[src/sv/hsp_pkg.sv]
`default_nettype none
// ----------------------------------------------------------------------------
// hsp_pkg - shared types and constants of the heading steering PID
// Fixed widths, angle constants in 0.01 degree units, register indexes,
// turn modes and the half-turn wrap used on heading differences.
// ----------------------------------------------------------------------------
package hsp_pkg;

	// wide signed heading difference, covers target minus current
	typedef logic signed [18:0] hdiff_t;
	// clamped heading error, +-6000
	typedef logic signed [13:0] herr_t;
	// wrapped heading rate, +-18000
	typedef logic signed [15:0] hrate_t;
	typedef logic signed [31:0] integ_t;

	typedef struct packed {
		logic [15:0] gain_p;
		logic [15:0] gain_i;
		logic [15:0] gain_d;
		logic [14:0] integ_limit;
	} mix_cfg_t;

	typedef enum logic [2:0] {
		CFG_GAIN_P       = 3'd0,
		CFG_GAIN_I       = 3'd1,
		CFG_GAIN_D       = 3'd2,
		CFG_TURN_MODE    = 3'd3,
		CFG_INTEG_CUTOFF = 3'd4,
		CFG_INTEG_LIMIT  = 3'd5
	} cfg_idx_t;

	localparam logic [1:0] TURN_CLOSEST = 2'd0;
	localparam logic [1:0] TURN_LEFT    = 2'd1;
	localparam logic [1:0] TURN_RIGHT   = 2'd2;

	localparam logic [15:0] RST_GAIN_P       = 16'd256;
	localparam logic [15:0] RST_GAIN_I       = 16'd0;
	localparam logic [15:0] RST_GAIN_D       = 16'd0;
	localparam logic [12:0] RST_INTEG_CUTOFF = 13'd6000;
	localparam logic [14:0] RST_INTEG_LIMIT  = 15'd1000;

	localparam hdiff_t HALF_TURN = 19'sd18000;
	localparam hdiff_t FULL_TURN = 19'sd36000;
	localparam hdiff_t BAND_EDGE = 19'sd2000;
	localparam hdiff_t ERR_CLAMP = 19'sd6000;

	// dead zone of 0.2 degree, in Q.8 of 0.01 degree
	localparam logic signed [34:0] DEAD_ZONE_Q8 = 35'sd5120;
	localparam logic signed [34:0] OUT_MAX      = 35'sd32767;
	localparam logic signed [34:0] OUT_MIN      = -35'sd32768;

	// fold into +-180 degrees, at most two turns each way
	function automatic hdiff_t wrap_half(input hdiff_t v);
		hdiff_t r;
		r = v;
		if (r > HALF_TURN) r = r - FULL_TURN;
		if (r > HALF_TURN) r = r - FULL_TURN;
		if (r < -HALF_TURN) r = r + FULL_TURN;
		if (r < -HALF_TURN) r = r + FULL_TURN;
		return r;
	endfunction

endpackage
`default_nettype wire

[src/sv/hsp_mix.sv]
`default_nettype none
// ----------------------------------------------------------------------------
// hsp_mix - PID term mixing
// Scales error, rate and integral by their Q8.8 gains, clamps the integral
// term, applies the dead zone and saturates to a 16-bit command.
// ----------------------------------------------------------------------------
module hsp_mix (
	input  hsp_pkg::mix_cfg_t cfg,
	input  hsp_pkg::herr_t    err,
	input  hsp_pkg::hrate_t   rate,
	input  hsp_pkg::integ_t   integ,
	output logic signed [15:0] steer
);
	import hsp_pkg::*;

	logic signed [16:0] gp_s, gi_s, gd_s;
	logic signed [48:0] prod_i;
	logic signed [40:0] iterm_raw;
	logic signed [40:0] lim_w;
	logic signed [15:0] iterm;
	logic signed [30:0] prod_p;
	logic signed [32:0] prod_d;
	logic signed [34:0] sum;
	logic signed [34:0] quo;

	assign gp_s = $signed({1'b0, cfg.gain_p});
	assign gi_s = $signed({1'b0, cfg.gain_i});
	assign gd_s = $signed({1'b0, cfg.gain_d});

	assign prod_i    = integ * gi_s;
	assign iterm_raw = 41'(prod_i >>> 8);
	assign lim_w     = $signed({26'd0, cfg.integ_limit});

	always_comb begin
		if (iterm_raw > lim_w) begin
			iterm = 16'(lim_w);
		end else if (iterm_raw < -lim_w) begin
			iterm = 16'(-lim_w);
		end else begin
			iterm = 16'(iterm_raw);
		end
	end

	assign prod_p = err * gp_s;
	assign prod_d = rate * gd_s;
	assign sum    = 35'(prod_p) + 35'(prod_d) - (35'(iterm) <<< 8);
	assign quo    = sum >>> 8;

	always_comb begin
		if (sum > -DEAD_ZONE_Q8 && sum < DEAD_ZONE_Q8) begin
			steer = '0;
		end else if (quo > OUT_MAX) begin
			steer = 16'(OUT_MAX);
		end else if (quo < OUT_MIN) begin
			steer = 16'(OUT_MIN);
		end else begin
			steer = 16'(quo);
		end
	end

endmodule
`default_nettype wire

[src/sv/heading_steering_pid.sv]
`default_nettype none
// An accepted input beat passes stage 1, stage 2 and the stage 3 output register to its steer_angle beat.
// Throughput: one beat per cycle; the three stages advance together and hold
// only while the output register is full and out_stall is high.
// Reset (arst_n low, asynchronous): clears stage valids, prev heading and
// the error integral, and loads the registers with their documented defaults.
// ----------------------------------------------------------------------------
// heading_steering_pid - PID heading controller for steering
// Wraps and shapes the heading error, tracks an error integral and the
// heading rate, and mixes the three terms into a saturated steering command.
// ----------------------------------------------------------------------------
module heading_steering_pid (
	input  logic                clk,
	input  logic                arst_n,
	input  logic                in_valid,
	output logic                in_stall,
	input  logic signed [16:0]  target_heading,
	input  logic [15:0]         current_heading,
	output logic                out_valid,
	input  logic                out_stall,
	output logic signed [15:0]  steer_angle,
	input  logic                cfg_we,
	input  logic [2:0]          cfg_index,
	input  logic [15:0]         cfg_data
);
	import hsp_pkg::*;

	// configuration registers
	logic [15:0] gain_p_q, gain_i_q, gain_d_q;
	logic [1:0]  turn_mode_q;
	logic [12:0] integ_cutoff_q;
	logic [14:0] integ_limit_q;

	// controller state
	logic [15:0] prev_heading_q;
	integ_t      error_integral_q;

	// pipeline
	logic               adv;
	logic               valid_s1, valid_s2, valid_s3;
	logic signed [16:0] target_s1;
	logic [15:0]        cur_s1;
	herr_t              err_s2;
	hrate_t             rate_s2;
	integ_t             integ_s2;
	logic signed [15:0] steer_s3;

	// stage 1 combinational
	hdiff_t             tgt_w, cur_w, prev_w;
	hdiff_t             err_w, err_turn, rate_w;
	herr_t              err_c;
	logic signed [14:0] err_x, cut_w;
	logic               in_band;
	logic signed [32:0] integ_diff;
	integ_t             integ_nxt;

	mix_cfg_t           mix_cfg;
	logic signed [15:0] steer_c;

	// Advance every stage unless a finished beat sits unaccepted at the output.
	assign adv      = !(valid_s3 && out_stall);
	assign in_stall = !adv;

	// Configuration writes; unknown indexes are dropped.
	always_ff @(posedge clk or negedge arst_n) begin
		if (!arst_n) begin
			gain_p_q       <= RST_GAIN_P;
			gain_i_q       <= RST_GAIN_I;
			gain_d_q       <= RST_GAIN_D;
			turn_mode_q    <= TURN_CLOSEST;
			integ_cutoff_q <= RST_INTEG_CUTOFF;
			integ_limit_q  <= RST_INTEG_LIMIT;
		end else if (cfg_we) begin
			unique case (cfg_index)
				CFG_GAIN_P:       gain_p_q       <= cfg_data;
				CFG_GAIN_I:       gain_i_q       <= cfg_data;
				CFG_GAIN_D:       gain_d_q       <= cfg_data;
				CFG_TURN_MODE:    turn_mode_q    <= cfg_data[1:0];
				CFG_INTEG_CUTOFF: integ_cutoff_q <= cfg_data[12:0];
				CFG_INTEG_LIMIT:  integ_limit_q  <= cfg_data[14:0];
				default: ;
			endcase
		end
	end

	// Stage 1: register the input beat.
	always_ff @(posedge clk or negedge arst_n) begin
		if (!arst_n) begin
			valid_s1 <= 1'b0;
		end else if (adv) begin
			valid_s1 <= in_valid;
		end
	end

	always_ff @(posedge clk) begin
		if (adv && in_valid) begin
			target_s1 <= target_heading;
			cur_s1    <= current_heading;
		end
	end

	// Heading error: wrap, take the sign flip, then let the turn mode force
	// the long way round once the error is strictly past the 20 degree band.
	assign tgt_w  = {{2{target_s1[16]}}, target_s1};
	assign cur_w  = {3'd0, cur_s1};
	assign prev_w = {3'd0, prev_heading_q};
	assign err_w  = -wrap_half(tgt_w - cur_w);
	assign rate_w = wrap_half(cur_w - prev_w);

	always_comb begin
		err_turn = err_w;
		if (err_w > -BAND_EDGE && err_w < BAND_EDGE) begin
			err_turn = err_w;
		end else if (turn_mode_q == TURN_LEFT && err_w < -BAND_EDGE) begin
			err_turn = err_w + FULL_TURN;
		end else if (turn_mode_q == TURN_RIGHT && err_w > BAND_EDGE) begin
			err_turn = err_w - FULL_TURN;
		end
	end

	// Clamp the error to +-60 degrees.
	always_comb begin
		if (err_turn > ERR_CLAMP) begin
			err_c = 14'(ERR_CLAMP);
		end else if (err_turn < -ERR_CLAMP) begin
			err_c = 14'(-ERR_CLAMP);
		end else begin
			err_c = 14'(err_turn);
		end
	end

	// Integrate only inside the cutoff band; saturate at signed 32 bits.
	assign err_x      = {err_c[13], err_c};
	assign cut_w      = $signed({2'd0, integ_cutoff_q});
	assign in_band    = (err_x < cut_w) && (err_x > -cut_w);
	assign integ_diff = {error_integral_q[31], error_integral_q} - 33'(err_c);

	always_comb begin
		if (!in_band) begin
			integ_nxt = error_integral_q;
		end else if (integ_diff[32] != integ_diff[31]) begin
			integ_nxt = integ_diff[32] ? 32'sh8000_0000 : 32'sh7FFF_FFFF;
		end else begin
			integ_nxt = integ_diff[31:0];
		end
	end

	// Stage 2: commit state and hand error, rate and integral to the mixer.
	always_ff @(posedge clk or negedge arst_n) begin
		if (!arst_n) begin
			valid_s2         <= 1'b0;
			prev_heading_q   <= '0;
			error_integral_q <= '0;
		end else if (adv) begin
			valid_s2 <= valid_s1;
			if (valid_s1) begin
				prev_heading_q   <= cur_s1;
				error_integral_q <= integ_nxt;
			end
		end
	end

	always_ff @(posedge clk) begin
		if (adv && valid_s1) begin
			err_s2   <= err_c;
			rate_s2  <= 16'(rate_w);
			integ_s2 <= integ_nxt;
		end
	end

	assign mix_cfg = '{
		gain_p:      gain_p_q,
		gain_i:      gain_i_q,
		gain_d:      gain_d_q,
		integ_limit: integ_limit_q
	};

	hsp_mix u_mix (
		.cfg   (mix_cfg),
		.err   (err_s2),
		.rate  (rate_s2),
		.integ (integ_s2),
		.steer (steer_c)
	);

	// Stage 3: output register; hold while stalled.
	always_ff @(posedge clk or negedge arst_n) begin
		if (!arst_n) begin
			valid_s3 <= 1'b0;
		end else if (adv) begin
			valid_s3 <= valid_s2;
		end
	end

	always_ff @(posedge clk) begin
		if (adv && valid_s2) begin
			steer_s3 <= steer_c;
		end
	end

	assign out_valid   = valid_s3;
	assign steer_angle = steer_s3;

endmodule
`default_nettype wire

[config.mk]
export PLATFORM = sky130hd
export DESIGN_NAME = heading_steering_pid
export DESIGN_NICKNAME = d
export VERILOG_FILES = /design/src/sv/hsp_pkg.sv /design/src/sv/hsp_mix.sv /design/src/sv/heading_steering_pid.sv
export SDC_FILE = /design/constraint.sdc
export NUM_CORES = 2
export LEC_CHECK = 0
export ABC_AREA = 1
export ABC_CLOCK_PERIOD_IN_PS = 37300
export BUFFER_PORTS_ARGS = -buffer_cell sky130_fd_sc_hd__buf_2
export CAP_MARGIN = 15
export CORE_ASPECT_RATIO = 0.8
export CORE_MARGIN = 2
export CORE_UTILIZATION = 42
export CTS_CLUSTER_DIAMETER = 150
export CTS_CLUSTER_SIZE = 25
export DETAILED_ROUTE_END_ITERATION = 6
export GPL_TIMING_DRIVEN = 0
export PLACE_DENSITY = 0.66
export SLEW_MARGIN = 0
export SYNTH_ARGS = -nofsm -noshare
export SYNTH_HDL_FRONTEND = slang
export SYNTH_SLANG_ARGS = --single-unit
[constraint.sdc]
create_clock -name clk -period 37.3 [get_ports clk]
set_input_delay 11.19 -clock clk [delete_from_list [all_inputs] [get_ports clk]]
set_output_delay 11.19 -clock clk [all_outputs]
set_load 0.01 [all_outputs]
After elaboration in Yosys (flattened, before gate mapping)
Cells that the tools add are included.
{"block": "totals", "regBits": 240, "input_bits": 57, "output_inout_bits": 18, "word_cells": 109}
{"block": "classes", "addsub": 18, "mul": 3, "magnitude_cmp": 22, "n_eq_ne": 8, "n_mux": 20, "bitwise": 1, "reduce_logical": 19}
{"operator": "19-bit two-way mux", "n": 10}
{"operator": "32-bit two-way mux", "n": 3}
{"operator": "19-bit by 17-bit adder with 19-bit output (second input constant)", "n": 4}
{"operator": "19-bit by 16-bit < comparator with 1-bit output (second input constant)", "n": 4}
{"operator": "16-bit two-way mux", "n": 4}
{"operator": "19-bit by 17-bit subtractor with 19-bit output (second input constant)", "n": 3}
{"operator": "32-bit by 17-bit multiplier with 49-bit output", "n": 1}
{"operator": "41-bit by 16-bit > comparator with 1-bit output", "n": 1}
{"operator": "41-bit < comparator", "n": 1}
{"operator": "15-bit negation with 41-bit output", "n": 1}
{"operator": "19-bit by 12-bit > comparator with 1-bit output (second input constant)", "n": 2}
{"operator": "19-bit by 16-bit > comparator with 1-bit output (second input constant)", "n": 2}
{"operator": "19-bit by 12-bit < comparator with 1-bit output (second input constant)", "n": 2}
{"operator": "35-bit by 14-bit > comparator with 1-bit output (second input constant)", "n": 1}
{"operator": "35-bit by 14-bit < comparator with 1-bit output (second input constant)", "n": 1}
{"operator": "34-bit by 24-bit subtractor with 35-bit output", "n": 1}
{"operator": "31-bit by 33-bit adder with 34-bit output", "n": 1}
{"operator": "16-bit by 17-bit multiplier with 33-bit output", "n": 1}
{"operator": "32-bit by 14-bit subtractor with 33-bit output", "n": 1}
{"operator": "14-bit by 17-bit multiplier with 31-bit output", "n": 1}
{"operator": "14-bit two-way mux", "n": 2}
{"operator": "27-bit by 16-bit > comparator with 1-bit output (second input constant)", "n": 1}
{"operator": "27-bit by 16-bit < comparator with 1-bit output (second input constant)", "n": 1}
{"operator": "19-bit by 14-bit > comparator with 1-bit output (second input constant)", "n": 1}
{"operator": "other kinds (25)", "n": 41}

Logic depth before layout (Yosys ltp)
{"block": "depth", "ltp_word": 22, "mapped_depth": 118, "mapped_depth_nobuf": 113}

By module
Synthesis repeated with hierarchy kept, for this count alone.
{"block": "unflattened", "cells_unflattened": 7784, "hier_area_um2": 57855.5}
{"module": "hsp_mix", "n_inst": 1, "cells_per_inst": 5186, "area_per_inst_um2": 39377.8, "seq_area_each_um2": 0.0}
{"module": "heading_steering_pid", "n_inst": 1, "cells_per_inst": 2598, "area_per_inst_um2": 18477.7, "seq_area_each_um2": 6578.8}

Least setup slack after synthesis
Ideal clock, no wire load.
{"block": "synth_path", "path_type": "input port to output port", "startpoint": "input out_stall", "endpoint": "output in_stall", "arrival_time_ns": 11.390, "required_ns": 26.110, "slack_ns": 14.720, "path_stages": 2, "n_path_buf": 0, "path_cell_list": "nand2_1 inv_1"}
{"block": "synth_via", "elab_chain_len": 1}
{"item": "start, declared", "line_no": "heading_steering_pid.sv:20", "text": "input logic out_stall,"}
{"item": "1-bit logical AND", "line_no": "heading_steering_pid.sv:61", "text": "assign adv = !(valid_s3 && out_stall);"}
{"item": "end, declared", "line_no": "heading_steering_pid.sv:16", "text": "output logic in_stall,"}
No other way between the ends.

Worst setup path after layout
Same ends and word-level chain as after synthesis.

==> results.sh <==
export IMPL_nets=8796
export IMPL_initial_utilization=0.4248
export IMPL_dr_pass1_iters=6
export IMPL_crit_chain="buf_2 > nand2_1 > inv_1 > buf_2"
export IMPL_synthTopCellsByCount="nand2_1, inv_1, fa_1"
export IMPL_postRouteAntennaNets=0
export IMPL_synth_seq_area_share=0.1193
export IMPL_cts_resized=0
export IMPL_fmax_mhz=43.59
export IMPL_path_depth=4
export IMPL_rsz0062_at_grt="no"
export IMPL_synth_most_common_cell="nand2_1"
export IMPL_synth_edf_count=111
export IMPL_cp_data_arrival_time_ps=11750
export IMPL_multi_input_area_sq_um=40440
export IMPL_cts_buffers=14
export IMPL_seqCellArea_sq_um=6579
export IMPL_status="completed"
export IMPL_synth_flop_cell="dfrtp_1"
export IMPL_r2r_start="gain_i_q[9]"
export IMPL_cts_root_buf="clkbuf_16"
export IMPL_synthDistinctLibCells=53
export IMPL_grt_start_max_net_pins=97
export IMPL_drive_gt1_frac=0.03672
export IMPL_reg2reg_depth=89
export IMPL_worstPathRequired_ps=26110
export IMPL_hold_buffers=0
export IMPL_crit_path_start_kind="input port"
export IMPL_netlist_area_sq_um=55120
export IMPL_hold_path_class="reg2reg"
export IMPL_clk_pin_slew_ps=110
export IMPL_slowest_delay_ps=170
export IMPL_die_h_microns=328.0
export IMPL_worst_pin_slew_ps=1138
export IMPL_period_share=0.6151
export IMPL_crit_fanout=5
export IMPL_grt_first_pass_wirelength_microns=256400
export IMPL_vias_per_cell=5.047
export IMPL_drtIter0Drc=3972
export IMPL_antenna_found_initial=5
export IMPL_synth_top_area_share=0.3410
export IMPL_die_w_microns=409.0
export IMPL_max_cap_viol_count=0
export IMPL_grt_overflow=0
export IMPL_clock_path_buffers=3
export IMPL_synth_fp_nets=8701
export IMPL_skew_ps=33.41
export IMPL_io_buffers=74
export IMPL_cp_common_cell="buf_2"
export IMPL_drc=0
export IMPL_relSlewSlack=0.2411
export IMPL_crit_slowest_cell="buf_2"
export IMPL_clock_sinks=240
export IMPL_avgSynthCellArea_sq_um=7.633
export IMPL_min_delay_start="valid_s2"
export IMPL_track_usage=0.2430
export IMPL_clkLatencyLatePin_ps=530
export IMPL_final_hold_viol_count=0
export IMPL_critPathTopFamily="buffers and inverters"
export IMPL_min_path_cells=2
export IMPL_fin_tns_setup_ps=0
export IMPL_grt_pass1_vias=45810
export IMPL_drt_total_wl_microns=158400
export IMPL_syn_inst=7222
export IMPL_worst_slack_ps=14360
export IMPL_cp_end_kind="output pin"
export IMPL_whs_ps=487.4
export IMPL_yosysWarnings=0
export IMPL_setup_viol=0
export IMPL_core_area_sq_um=129800
export IMPL_htreeDepth=1
export IMPL_crit_start="out_stall"
export IMPL_pre_cts_ws_ps=14330
export IMPL_area_delta_synth_final_pct=5.661
export IMPL_num_vias=45760
export IMPL_slew_viol_final=0
export IMPL_cp_num_buf_inv=3
export IMPL_period_needed_ps=22940
export IMPL_nFillCells=12970
export IMPL_async_flop_share=0.5375
export IMPL_dieArea_sq_um=134200
export IMPL_cts_tree="done"
export IMPL_hpwl_microns=135400
export IMPL_final_cell_area_sq_um=58240
export IMPL_placed_area_sq_um=57800
export IMPL_crit_type="in2out"
export IMPL_yosys_top_cells_area="fa_1, nand2_1, inv_1"
export IMPL_ys_ff_latch=240
export IMPL_wire_per_inst_microns=17.47
export IMPL_yosysTopAreaCell="fa_1"
export IMPL_io_pins=75
export IMPL_post_cts_setup_buffer_count=0
export IMPL_place_congestion=0.9815
export IMPL_fp_row_count=118
[flip-flops by register name, indices dropped and copies added, names as in the netlist]
| name | cells |
|---|---|
| error_integral_q | 32 |
| integ_s2 | 32 |
| target_s1 | 17 |
| cur_s1 | 16 |
| gain_d_q | 16 |
| gain_i_q | 16 |
| gain_p_q | 16 |
| prev_heading_q | 16 |
| rate_s2 | 16 |
| steer_angle | 16 |
| integ_limit_q | 15 |
| err_s2 | 14 |
| integ_cutoff_q | 13 |
| turn_mode_q | 2 |
| out_valid | 1 |
| valid_s1 | 1 |
| valid_s2 | 1 |
[worst paths after layout]
path,to,slack [ps]
max,in_stall,14360
min,out_valid,490
max reg2reg,steer_angle[5],15320
min reg2reg,out_valid,490
max in group asynchronous,gain_p_q[8],25900
min in group asynchronous,error_integral_q[19],10560
[layout by cell type, fill, tap and decap left out, drive strengths merged, types with 2 or more instances in the layout]
cell type     n
a21boi        6
o21bai       21
clkbuf      291
a21o         13
a21oi       209
o31ai         4
o2111ai       3
nand4        55
nand2      2074
nand3       210
clkinv        5
nor2        248
xor2        152
dfrtp       115
o211ai        9
fa          939
nand3b       11
dfstp        14
nor4         15
o21a          6
nor3         38
inv        1844
and3          2
diode         2
ha          483
buf         103
a2111oi       2
a211oi       13
a31o          2
edfxtp      111
and2          4
xnor2        40
a31oi         2
or2          29
o21ai       247
[final cells by class]
type                    count  area share
diodes                      2  0.00008593
plain buffers             294     0.02032
clock buffers              21    0.006831
clock inverters             3   0.0006874
inverters                1846      0.1190
multi-input cells        4842      0.6943
flip-flops and latches    240      0.1130
well taps                1740     0.03738
repair buffers             79    0.008485
[tightest hold or removal path, delay by kind of cell, from the launching register on]
family / cells / cell delay (ps)
AND/OR/NAND/NOR: 1 / 60
flip-flops: 1 / 340
buffers and inverters: 1 / 60
[routing by layer]
metal / up-vias / share of wire / global-route usage
met5: - / 0 / 0
met4: 0 / 0.020 / 0.04195
met3: 186 / 0.10 / 0.05235
met2: 1756 / 0.43 / 0.3695
met1: 22380 / 0.45 / 0.3591
li1: 21440 / - / -
[kinds of logic after synthesis]
kind of cell	share of synthesized area
AO/OA/AOI/OAI	0.05336
buffers and inverters	0.1471
adder cells (fa/ha/maj)	0.4506
flip-flops	0.1193
XOR/XNOR	0.03064
AND/OR/NAND/NOR	0.1989
[per-stage QoR]
stage | utilization | instances
after global routing | 0.4488 | 9065
after floorplan | - | 7222
after global placement | 0.4444 | 9036
after CTS | 0.4488 | 9065
after detailed placement | 0.4454 | 9041
final | 0.4488 | 9067
Power is not shown: default switching activity piles up to over one toggle a cycle in this logic, so the estimate is an artifact.
